$ cat src/sv/scpu_pkg.sv
// shared types, constants and address decode for the subleq cpu
`default_nettype none
package scpu_pkg;

	localparam int ADDR_W      = 8;
	localparam int DATA_W      = 8;
	localparam int MEM_DEPTH   = 256;
	localparam int DIGIT_COUNT = 6;
	localparam int PAIR_COUNT  = DIGIT_COUNT / 2;

	localparam logic [ADDR_W-1:0] START_RESET = 8'd10;
	localparam logic [ADDR_W-1:0] DIGIT_FIRST = 8'd1;
	localparam logic [ADDR_W-1:0] DIGIT_LAST  = 8'd6;
	localparam logic [ADDR_W-1:0] PAIR_FIRST  = 8'd7;
	localparam logic [ADDR_W-1:0] PAIR_LAST   = 8'd9;
	localparam logic [ADDR_W-1:0] PC_STEP     = 8'd3;

	// host action codes
	typedef enum logic [1:0] {
		ACT_WRITE = 2'd0,
		ACT_READ  = 2'd1,
		ACT_START = 2'd2,
		ACT_STEP  = 2'd3
	} action_t;

	// sequencer states
	typedef enum logic [2:0] {
		ST_IDLE,
		ST_READ,
		ST_FETCH_A,
		ST_FETCH_B,
		ST_FETCH_C,
		ST_LOAD_A,
		ST_LOAD_B
	} state_t;

	// command word
	typedef struct packed {
		action_t             action;
		logic [ADDR_W-1:0]   address;
		logic [DATA_W-1:0]   write_data;
	} cmd_word_t;

	// result word
	typedef struct packed {
		logic [DATA_W-1:0] read_data;
		logic [ADDR_W-1:0] program_counter;
		logic              halted;
		logic [DATA_W-1:0] digit_0;
		logic [DATA_W-1:0] digit_1;
		logic [DATA_W-1:0] digit_2;
		logic [DATA_W-1:0] digit_3;
		logic [DATA_W-1:0] digit_4;
		logic [DATA_W-1:0] digit_5;
	} res_word_t;

	// write port into the display registers
	typedef struct packed {
		logic              we;
		logic [ADDR_W-1:0] addr;
		logic [DATA_W-1:0] data;
	} disp_wr_t;

	// true for addresses that reach the display instead of main memory
	function automatic logic is_mapped(input logic [ADDR_W-1:0] addr);
		return addr inside {[DIGIT_FIRST:PAIR_LAST]};
	endfunction

endpackage
`default_nettype wire

$ cat src/sv/scpu_ram.sv
// generic single-port ram with registered read
`default_nettype none
module scpu_ram #(
	parameter int WIDTH = 8,
	parameter int DEPTH = 256
) (
	input  wire logic                     clk,
	input  wire logic                     we,
	input  wire logic [$clog2(DEPTH)-1:0] addr,
	input  wire logic [WIDTH-1:0]         wdata,
	output logic      [WIDTH-1:0]         rdata
);

	logic [WIDTH-1:0] mem_q [DEPTH];

	// write and read-first registered read
	always_ff @(posedge clk) begin
		if (we) begin
			mem_q[addr] <= wdata;
		end
		rdata <= mem_q[addr];
	end

endmodule
`default_nettype wire

$ cat src/sv/scpu_disp.sv
// six display digit registers with single and packed-pair mapped access
`default_nettype none
module scpu_disp import scpu_pkg::*; (
	input  wire logic              clk,
	input  wire logic              arst_n,
	input  wire disp_wr_t          wr,
	input  wire logic [ADDR_W-1:0] rd_addr,
	output logic      [DATA_W-1:0] rd_data,
	output logic      [DATA_W-1:0] digit [DIGIT_COUNT]
);

	logic [DATA_W-1:0] digit_q [DIGIT_COUNT];

	// single digit writes keep the whole byte, pair writes split nibbles
	always_ff @(posedge clk or negedge arst_n) begin
		if (!arst_n) begin
			for (int i = 0; i < DIGIT_COUNT; i++) begin
				digit_q[i] <= '0;
			end
		end else if (wr.we) begin
			for (int i = 0; i < DIGIT_COUNT; i++) begin
				if (wr.addr == DIGIT_FIRST + ADDR_W'(i)) begin
					digit_q[i] <= wr.data;
				end
			end
			for (int k = 0; k < PAIR_COUNT; k++) begin
				if (wr.addr == PAIR_FIRST + ADDR_W'(k)) begin
					digit_q[2*k]   <= {4'h0, wr.data[3:0]};
					digit_q[2*k+1] <= {4'h0, wr.data[7:4]};
				end
			end
		end
	end

	// mapped read: low nibble of one digit, or two low nibbles packed
	always_comb begin
		rd_data = '0;
		for (int i = 0; i < DIGIT_COUNT; i++) begin
			if (rd_addr == DIGIT_FIRST + ADDR_W'(i)) begin
				rd_data = {4'h0, digit_q[i][3:0]};
			end
		end
		for (int k = 0; k < PAIR_COUNT; k++) begin
			if (rd_addr == PAIR_FIRST + ADDR_W'(k)) begin
				rd_data = {digit_q[2*k+1][3:0], digit_q[2*k][3:0]};
			end
		end
	end

	assign digit = digit_q;

endmodule
`default_nettype wire

$ cat src/sv/subleq_cpu_with_mapped_display.sv
// subleq cpu top level: host command sequencer, main memory and display
//
//  channel   | signals                      | direction | handshake
//  ----------+------------------------------+-----------+------------------------------
//  command   | start, busy, command          | in        | taken when start && !busy
//  result    | done, result                 | out       | one cycle strobe on done
//  config    | cfg_wr_en, cfg_wr_data       | in        | start address, written on enable
//
// a write or start is answered from idle, a read passes through the read state, and an
// instruction step through fetch a, b, c, load a and load b: five reads and one write in turn
// through the single main memory port, with registered read data. a step while halted stays idle.
// done rises the cycle after the last of these; a new word may be taken in that
// same cycle. reset clears pc (halted), the display and the start address to 10;
// main memory is not cleared. results cannot be held off by the receiver.
`default_nettype none
module subleq_cpu_with_mapped_display import scpu_pkg::*; (
	input  wire logic              clk,
	input  wire logic              arst_n,
	input  wire logic              start,
	output logic                   busy,
	input  wire cmd_word_t         command,
	output logic                   done,
	output res_word_t              result,
	input  wire logic              cfg_wr_en,
	input  wire logic [ADDR_W-1:0] cfg_wr_data
);

	state_t            state_q, state_nxt;
	logic [ADDR_W-1:0] pc_q;
	logic [ADDR_W-1:0] start_addr_q;
	logic              done_q;
	logic [DATA_W-1:0] rd_q;
	logic [ADDR_W-1:0] addr_q;
	logic [ADDR_W-1:0] a_q, b_q, c_q;
	logic [DATA_W-1:0] ma_q;

	logic              accept;
	logic              ram_we;
	logic [ADDR_W-1:0] ram_addr;
	logic [DATA_W-1:0] ram_wdata;
	logic [DATA_W-1:0] ram_rdata;
	disp_wr_t          disp_wr;
	logic [DATA_W-1:0] disp_rd;
	logic [DATA_W-1:0] digit [DIGIT_COUNT];
	logic [DATA_W-1:0] bus_rd;
	logic [DATA_W-1:0] diff;
	logic              take_jump;

	assign busy   = (state_q != ST_IDLE);
	assign accept = start && !busy;

	// data returned for the address issued last cycle
	assign bus_rd    = is_mapped(addr_q) ? disp_rd : ram_rdata;
	assign diff      = bus_rd - ma_q;
	assign take_jump = (diff == '0) || diff[DATA_W-1];

	// next state
	always_comb begin
		state_nxt = state_q;
		case (state_q)
			ST_IDLE: begin
				if (accept && command.action == ACT_READ) begin
					state_nxt = ST_READ;
				end else if (accept && command.action == ACT_STEP && pc_q != '0) begin
					state_nxt = ST_FETCH_A;
				end
			end
			ST_READ:    state_nxt = ST_IDLE;
			ST_FETCH_A: state_nxt = ST_FETCH_B;
			ST_FETCH_B: state_nxt = ST_FETCH_C;
			ST_FETCH_C: state_nxt = ST_LOAD_A;
			ST_LOAD_A:  state_nxt = ST_LOAD_B;
			ST_LOAD_B:  state_nxt = ST_IDLE;
			default:    state_nxt = ST_IDLE;
		endcase
	end

	// memory and display port drive
	always_comb begin
		ram_addr     = command.address;
		ram_we       = 1'b0;
		ram_wdata    = command.write_data;
		disp_wr.we   = 1'b0;
		disp_wr.addr = command.address;
		disp_wr.data = command.write_data;
		case (state_q)
			ST_IDLE: begin
				if (command.action == ACT_STEP) begin
					ram_addr = pc_q;
				end
				if (accept && command.action == ACT_WRITE) begin
					ram_we     = !is_mapped(command.address);
					disp_wr.we = is_mapped(command.address);
				end
			end
			ST_READ:    ram_addr = command.address;
			ST_FETCH_A: ram_addr = pc_q + ADDR_W'(1);
			ST_FETCH_B: ram_addr = pc_q + ADDR_W'(2);
			ST_FETCH_C: ram_addr = a_q;
			ST_LOAD_A:  ram_addr = b_q;
			ST_LOAD_B: begin
				ram_addr     = b_q;
				ram_wdata    = diff;
				ram_we       = !is_mapped(b_q);
				disp_wr.we   = is_mapped(b_q);
				disp_wr.addr = b_q;
				disp_wr.data = diff;
			end
			default: ram_addr = command.address;
		endcase
	end

	// control registers
	always_ff @(posedge clk or negedge arst_n) begin
		if (!arst_n) begin
			state_q      <= ST_IDLE;
			pc_q         <= '0;
			start_addr_q <= START_RESET;
			done_q       <= 1'b0;
			rd_q         <= '0;
		end else begin
			state_q <= state_nxt;
			done_q  <= 1'b0;
			if (cfg_wr_en) begin
				start_addr_q <= cfg_wr_data;
			end
			case (state_q)
				ST_IDLE: begin
					if (accept) begin
						case (command.action)
							ACT_WRITE: begin
								done_q <= 1'b1;
								rd_q   <= '0;
							end
							ACT_START: begin
								pc_q   <= start_addr_q;
								done_q <= 1'b1;
								rd_q   <= '0;
							end
							ACT_STEP: begin
								if (pc_q == '0) begin
									done_q <= 1'b1;
									rd_q   <= '0;
								end
							end
							default: ;
						endcase
					end
				end
				ST_READ: begin
					rd_q   <= bus_rd;
					done_q <= 1'b1;
				end
				ST_LOAD_B: begin
					pc_q   <= take_jump ? c_q : pc_q + PC_STEP;
					done_q <= 1'b1;
					rd_q   <= '0;
				end
				default: ;
			endcase
		end
	end

	// operand registers
	always_ff @(posedge clk) begin
		addr_q <= ram_addr;
		case (state_q)
			ST_FETCH_A: a_q  <= bus_rd;
			ST_FETCH_B: b_q  <= bus_rd;
			ST_FETCH_C: c_q  <= bus_rd;
			ST_LOAD_A:  ma_q <= bus_rd;
			default: ;
		endcase
	end

	// main memory
	scpu_ram #(
		.WIDTH (DATA_W),
		.DEPTH (MEM_DEPTH)
	) u_ram (
		.clk   (clk),
		.we    (ram_we),
		.addr  (ram_addr),
		.wdata (ram_wdata),
		.rdata (ram_rdata)
	);

	// display registers
	scpu_disp u_disp (
		.clk     (clk),
		.arst_n  (arst_n),
		.wr      (disp_wr),
		.rd_addr (addr_q),
		.rd_data (disp_rd),
		.digit   (digit)
	);

	// result word
	assign done                   = done_q;
	assign result.read_data       = rd_q;
	assign result.program_counter = pc_q;
	assign result.halted          = (pc_q == '0);
	assign result.digit_0         = digit[0];
	assign result.digit_1         = digit[1];
	assign result.digit_2         = digit[2];
	assign result.digit_3         = digit[3];
	assign result.digit_4         = digit[4];
	assign result.digit_5         = digit[5];

	// a result only follows a taken word or the end of a read or step
	a_done_cause: assert property (@(posedge clk) disable iff (!arst_n)
		done_q |-> $past(accept || state_q == ST_READ || state_q == ST_LOAD_B))
		else $error("result strobe without a cause");

	// memory and display are never written together
	a_one_writer: assert property (@(posedge clk) disable iff (!arst_n)
		!(ram_we && disp_wr.we))
		else $error("memory and display written in the same cycle");

	// main memory is never written at a display address
	a_ram_unmapped: assert property (@(posedge clk) disable iff (!arst_n)
		ram_we |-> !is_mapped(ram_addr))
		else $error("main memory written at a display address");

	// a step completes right after its write-back cycle
	a_step_done: assert property (@(posedge clk) disable iff (!arst_n)
		state_q == ST_LOAD_B |=> done_q && state_q == ST_IDLE)
		else $error("step did not complete after write-back");

	// a step while halted answers at once and stays halted
	a_halted_step: assert property (@(posedge clk) disable iff (!arst_n)
		accept && command.action == ACT_STEP && pc_q == '0 |=> done_q && pc_q == '0)
		else $error("step while halted changed the machine");

endmodule
`default_nettype wire
$ cat config.mk
export PLATFORM = sky130hd
export DESIGN_NAME = subleq_cpu_with_mapped_display
export DESIGN_NICKNAME = d
export VERILOG_FILES = /design/src/sv/scpu_pkg.sv /design/src/sv/scpu_ram.sv /design/src/sv/scpu_disp.sv /design/src/sv/subleq_cpu_with_mapped_display.sv
export SDC_FILE = /design/constraint.sdc
export NUM_CORES = 2
export LEC_CHECK = 0
export BUFFER_PORTS_ARGS = -buffer_cell sky130_fd_sc_hd__buf_2
export CAP_MARGIN = 20
export CORE_ASPECT_RATIO = 1.4
export CORE_MARGIN = 5
export CORE_UTILIZATION = 30
export DETAILED_ROUTE_END_ITERATION = 10
export PLACE_DENSITY = 0.41
export SYNTH_ARGS = -nofsm -noshare
export SYNTH_HDL_FRONTEND = slang
export SYNTH_SLANG_ARGS = --single-unit
$ cat constraint.sdc
create_clock -name clk -period 17.6 [get_ports clk]
set_input_delay 3.52 -clock clk [delete_from_list [all_inputs] [get_ports clk]]
set_output_delay 3.52 -clock clk [all_outputs]
set_load 0.01 [all_outputs]
==> results.txt <==
----------------------------------------------------
[Place]
  Total half-perimeter wirelength after legalization and detailed placement ... 190.9 mm
  Count of input and output buffers ... 96
  Placement Cell Area ... 93520 sq um
  Weighted congestion at the end of routability-driven global placement ... 0.8055
  Inst Count DP ... 10.35k

[Finish]
  Area grow syn2layout ... 13.29%
  Ratio of cells with drive above 1 in the final layout ... 9.677%
  Finished Core Util ... 34.06%
  Commonest non-fill, non-tap cell in the layout ... sky130_fd_sc_hd__edfxtp_1
  Most frequent cells in the layout ... sky130_fd_sc_hd__edfxtp_1, sky130_fd_sc_hd__nand2_1, sky130_fd_sc_hd__nand3_1
  Number of nets in the finished design ... 6695
  Cell area after layout ... 100300 sq um
  Number of non-filler instances in the completed layout ... 10.75k

[Synth]
  Number of register bits inferred by synthesis ... 2172
  Number of flops mapped to enable cells by yosys ... 2080
  Cells after Synth ... 6591
  Count of warnings emitted by yosys ... 0
  Post-synth ARST share ... 3.499%
  Main synth FF type ... sky130_fd_sc_hd__edfxtp_1
  Cell area after synthesis ... 88520 sq um
  Synthesized area per cell ... 13.43 sq um
  Register area share after synthesis ... 73.08%
  Cell variety after synth ... 99

[Clocking]
  Hold-fix buffer count after cts ... 0
  Number of gates resized after cts ... 0
  Number of levels the H-tree was split into ... 4
  Worst skew pair latency ... 0.90 ns
  Sink count of the clock tree ... 2172
  Clock slew at reported path FFs ... 0.06 ns
  Post-CTS setup buffers ... 0
  Number of buffers on the longest clock path ... 4
  CTS tree ... done
  Library cell used as clock root buffer ... sky130_fd_sc_hd__clkbuf_16
  Num CTS Buffers ... 217

[Floorplanning]
  Placeable Area ... 294400 sq um
  I/O pins ... 97
  Floorplan die area ... 306200 sq um
  Site Rows ... 236
  Die width ... 469.1 um
  Initial cell density of the core ... 30.07%
  Die H ... 652.7 um

[Outcome]
  Result of the run ... finished, final reports clean

[Timing]
  Transition at the pin with the smallest max-transition slack ... 1.288 ns
  Fmax ... 115.1 MHz
  Worst clock skew ... 0.08659 ns
  Worst Hold Margin ... 0.4704 ns
  Final slew viol count ... 0
  Setup repair after global routing missed its margin ... no
  Final sum of negative setup slack ... 0 ns
  Final critical-path required period ... 8.687 ns
  Share of the clock period used by the worst path after layout ... 49.36%
  Worst-case headroom to the max-slew limit ... 13.01%
  Final setup violation count ... 0
  Final number of hold-violating endpoints ... 0

[Worst hold path]
  Hold depth ... 2
  Hold/Removal Path Class ... flop to flop
  Endpoint, Worst Hold ... u_disp.digit[7]$_DFFE_PN0P_
  Worst Min Path Start ... u_disp.digit[7]$_DFFE_PN0P_

[Global routing]
  Vias in the first global route ... 55.75k
  First-pass GRT wire length ... 448.1 mm
  Pin count of the biggest net entering global routing ... 168
  Initial antenna violation count ... 17
  GRT Overall Usage ... 20.26%
  Remaining global-route overflow ... 0

[Setup path]
  Arrival time of the worst setup path ... 9.43 ns
  Highest fanout seen on the critical path ... 32
  Required time of the worst setup path ... 18.34 ns
  Kind of capture point of the worst setup path ... flop
  Critical Setup Path Class ... input pin to flop
  Category of the worst setup path launch point ... input pin
  Number of cell instances on the worst register-to-register path ... 15
  Capturing point of the worst reg2reg path ... u_ram.rdata[7]$_DFF_P_
  Flop-to-flop setup slack ... 10.22 ns
  Startpoint of the most critical register-to-register path ... state_q[2]$_DFFE_PN0P_

[Drt]
  Via density per instance ... 5.287
  Average detailed-routed wire length per instance ... 29.79 um
  Count of nets left with antenna violations after detail routing ... 0
  Initial detailed-routing violation count ... 4935
  DRT Pass-1 Iters ... 5
  Total number of vias ... 56.84k
  Detailed-route DRC error count ... 0
  Drt total wl ... 320.4 mm

[Power and ir drop]
  Power density over cell area ... 140.5 nW/um^2
  Worst ir drop on vdd ... 101.2 uV
  Standby leakage power ... 33.19 nW

[Job]
  Count of maximum capacitance violations ... 0

----------------------------------------------------
==> where the power goes <==
group          switching, mW  total (mW)  leakage, nW  internal [mW]
Clock                   2.01        4.55         3.22           2.53
Combinational           2.81        3.72         10.1          0.914
Sequential            0.0894        5.82         19.9           5.73
==> cell type report <==
type	count	area, sq um
fillers	28800	194100
flip-flops and latches	2172	64680
multi-input cells	3946	21800
clock buffers	273	5693
well taps	3927	4913
repair buffers	274	2008
clock inverters	105	927.1
inverters	40	217.7
diodes	15	37.54
==> sequential cells by signal, indices dropped and copies added, names as in the netlist <==
signal        count
b_q               8
start_addr_q      8
pc_q              8
c_q               8
ma_q              8
rd_q              8
a_q               8
addr_q            8
state_q           3
u_ram.mem_q    2048
u_disp.digit     48
done              1
u_ram.rdata       8
==> layer usage <==
| layer | GRT usage (%) | wire length, um | vias to the layer above |
|---|---|---|---|
| li1 | - | - | 25080 |
| met5 | 0 | 13 | - |
| met4 | 6.878 | 11930 | 2 |
| met1 | 25.93 | 131500 | 29600 |
| met2 | 35.59 | 162200 | 1700 |
| met3 | 2.256 | 14690 | 457 |
==> cells in the mapped netlist, drive strengths merged (9+ instances only) <==
| cell | number | share of area (%) |
|---|---|---|
| a211oi | 327 | 2.8 |
| dfrtp | 74 | 2.1 |
| nor3 | 21 | 0.13 |
| a32o | 9 | 0.10 |
| a2111oi | 15 | 0.16 |
| or4 | 14 | 0.12 |
| dfxtp | 16 | 0.36 |
| ha | 13 | 0.18 |
| inv | 39 | 0.17 |
| a22o | 18 | 0.18 |
| nor4 | 28 | 0.20 |
| a21o | 10 | 0.085 |
| nand3 | 381 | 2.2 |
| mux2i | 87 | 0.98 |
| mux2 | 33 | 0.42 |
| nor2 | 315 | 1.3 |
| xnor2 | 10 | 0.099 |
| clkbuf | 201 | 0.85 |
| and2 | 9 | 0.064 |
| o21a | 12 | 0.10 |
| nand2 | 1349 | 5.7 |
| a22oi | 41 | 0.35 |
| a311oi | 115 | 1.1 |
| o31ai | 23 | 0.20 |
| buf | 303 | 1.9 |
| a221oi | 19 | 0.20 |
| a32oi | 56 | 0.57 |
| a211o | 14 | 0.14 |
| a31oi | 163 | 1.2 |
| a21oi | 294 | 1.7 |
| and3 | 264 | 1.9 |
| o21ai | 79 | 0.45 |
| edfxtp | 2080 | 71 |
| nand4 | 25 | 0.18 |
| o211ai | 12 | 0.11 |
==> per-stage QoR <==
stage / setup slack, ns / power (mW)
after floorplan: 7.109 / 7.984
after global placement: 7.655 / 9.670
after detailed placement: 7.955 / 9.686
after CTS: 8.908 / 14.22
after global routing: 8.998 / 14.57
final: 8.913 / 14.09
==> cell families (layout without fill, tap and decap cells) <==
kind of cell	count (synthesis)	count (layout)	share of synthesized area, %
AOI/OAI and AO/OA	1271	1271	10.04
other	1	87	0.004236
adders and majority gates	14	14	0.2064
DFF	2172	2172	73.08
xor gates and xnor gates	16	16	0.1583
and+or+nand+nor	2451	2451	12.17
muxes	122	122	1.455
buffers and inverters	544	692	2.896
==> critical path, cell delays in order <==
cell and delay [ns]:
sky130_fd_sc_hd__buf_2 0.16, sky130_fd_sc_hd__a2111o_1 0.46, sky130_fd_sc_hd__o211ai_2 0.25, sky130_fd_sc_hd__nand2_1 0.23
sky130_fd_sc_hd__o21a_1 0.20, sky130_fd_sc_hd__buf_4 0.31, sky130_fd_sc_hd__nand2_4 0.44, sky130_fd_sc_hd__buf_4 0.47
sky130_fd_sc_hd__buf_4 0.69, sky130_fd_sc_hd__a311o_1 0.25, sky130_fd_sc_hd__a41oi_1 0.58, sky130_fd_sc_hd__a221oi_1 0.83
sky130_fd_sc_hd__or4b_1 0.47, sky130_fd_sc_hd__or4_1 0.43
==> worst max-delay path by stage <==
stage	from	endpoint	slack, ns	cells after the start
after CTS	command[16]	u_ram.rdata[7]$_DFF_P_	8.91	13
after detailed placement	command[16]	u_ram.rdata[7]$_DFF_P_	7.96	13
after floorplan	addr_q[7]$_DFF_P_	u_ram.mem_q[0][3]$_DFFE_PP_	7.11	12
final	command[16]	u_ram.rdata[7]$_DFF_P_	8.91	14
after global placement	command[16]	u_ram.rdata[7]$_DFF_P_	7.65	14
after global routing	command[16]	u_ram.rdata[7]$_DFF_P_	9.00	14
Note: power is estimated with default switching activity, not from simulation.
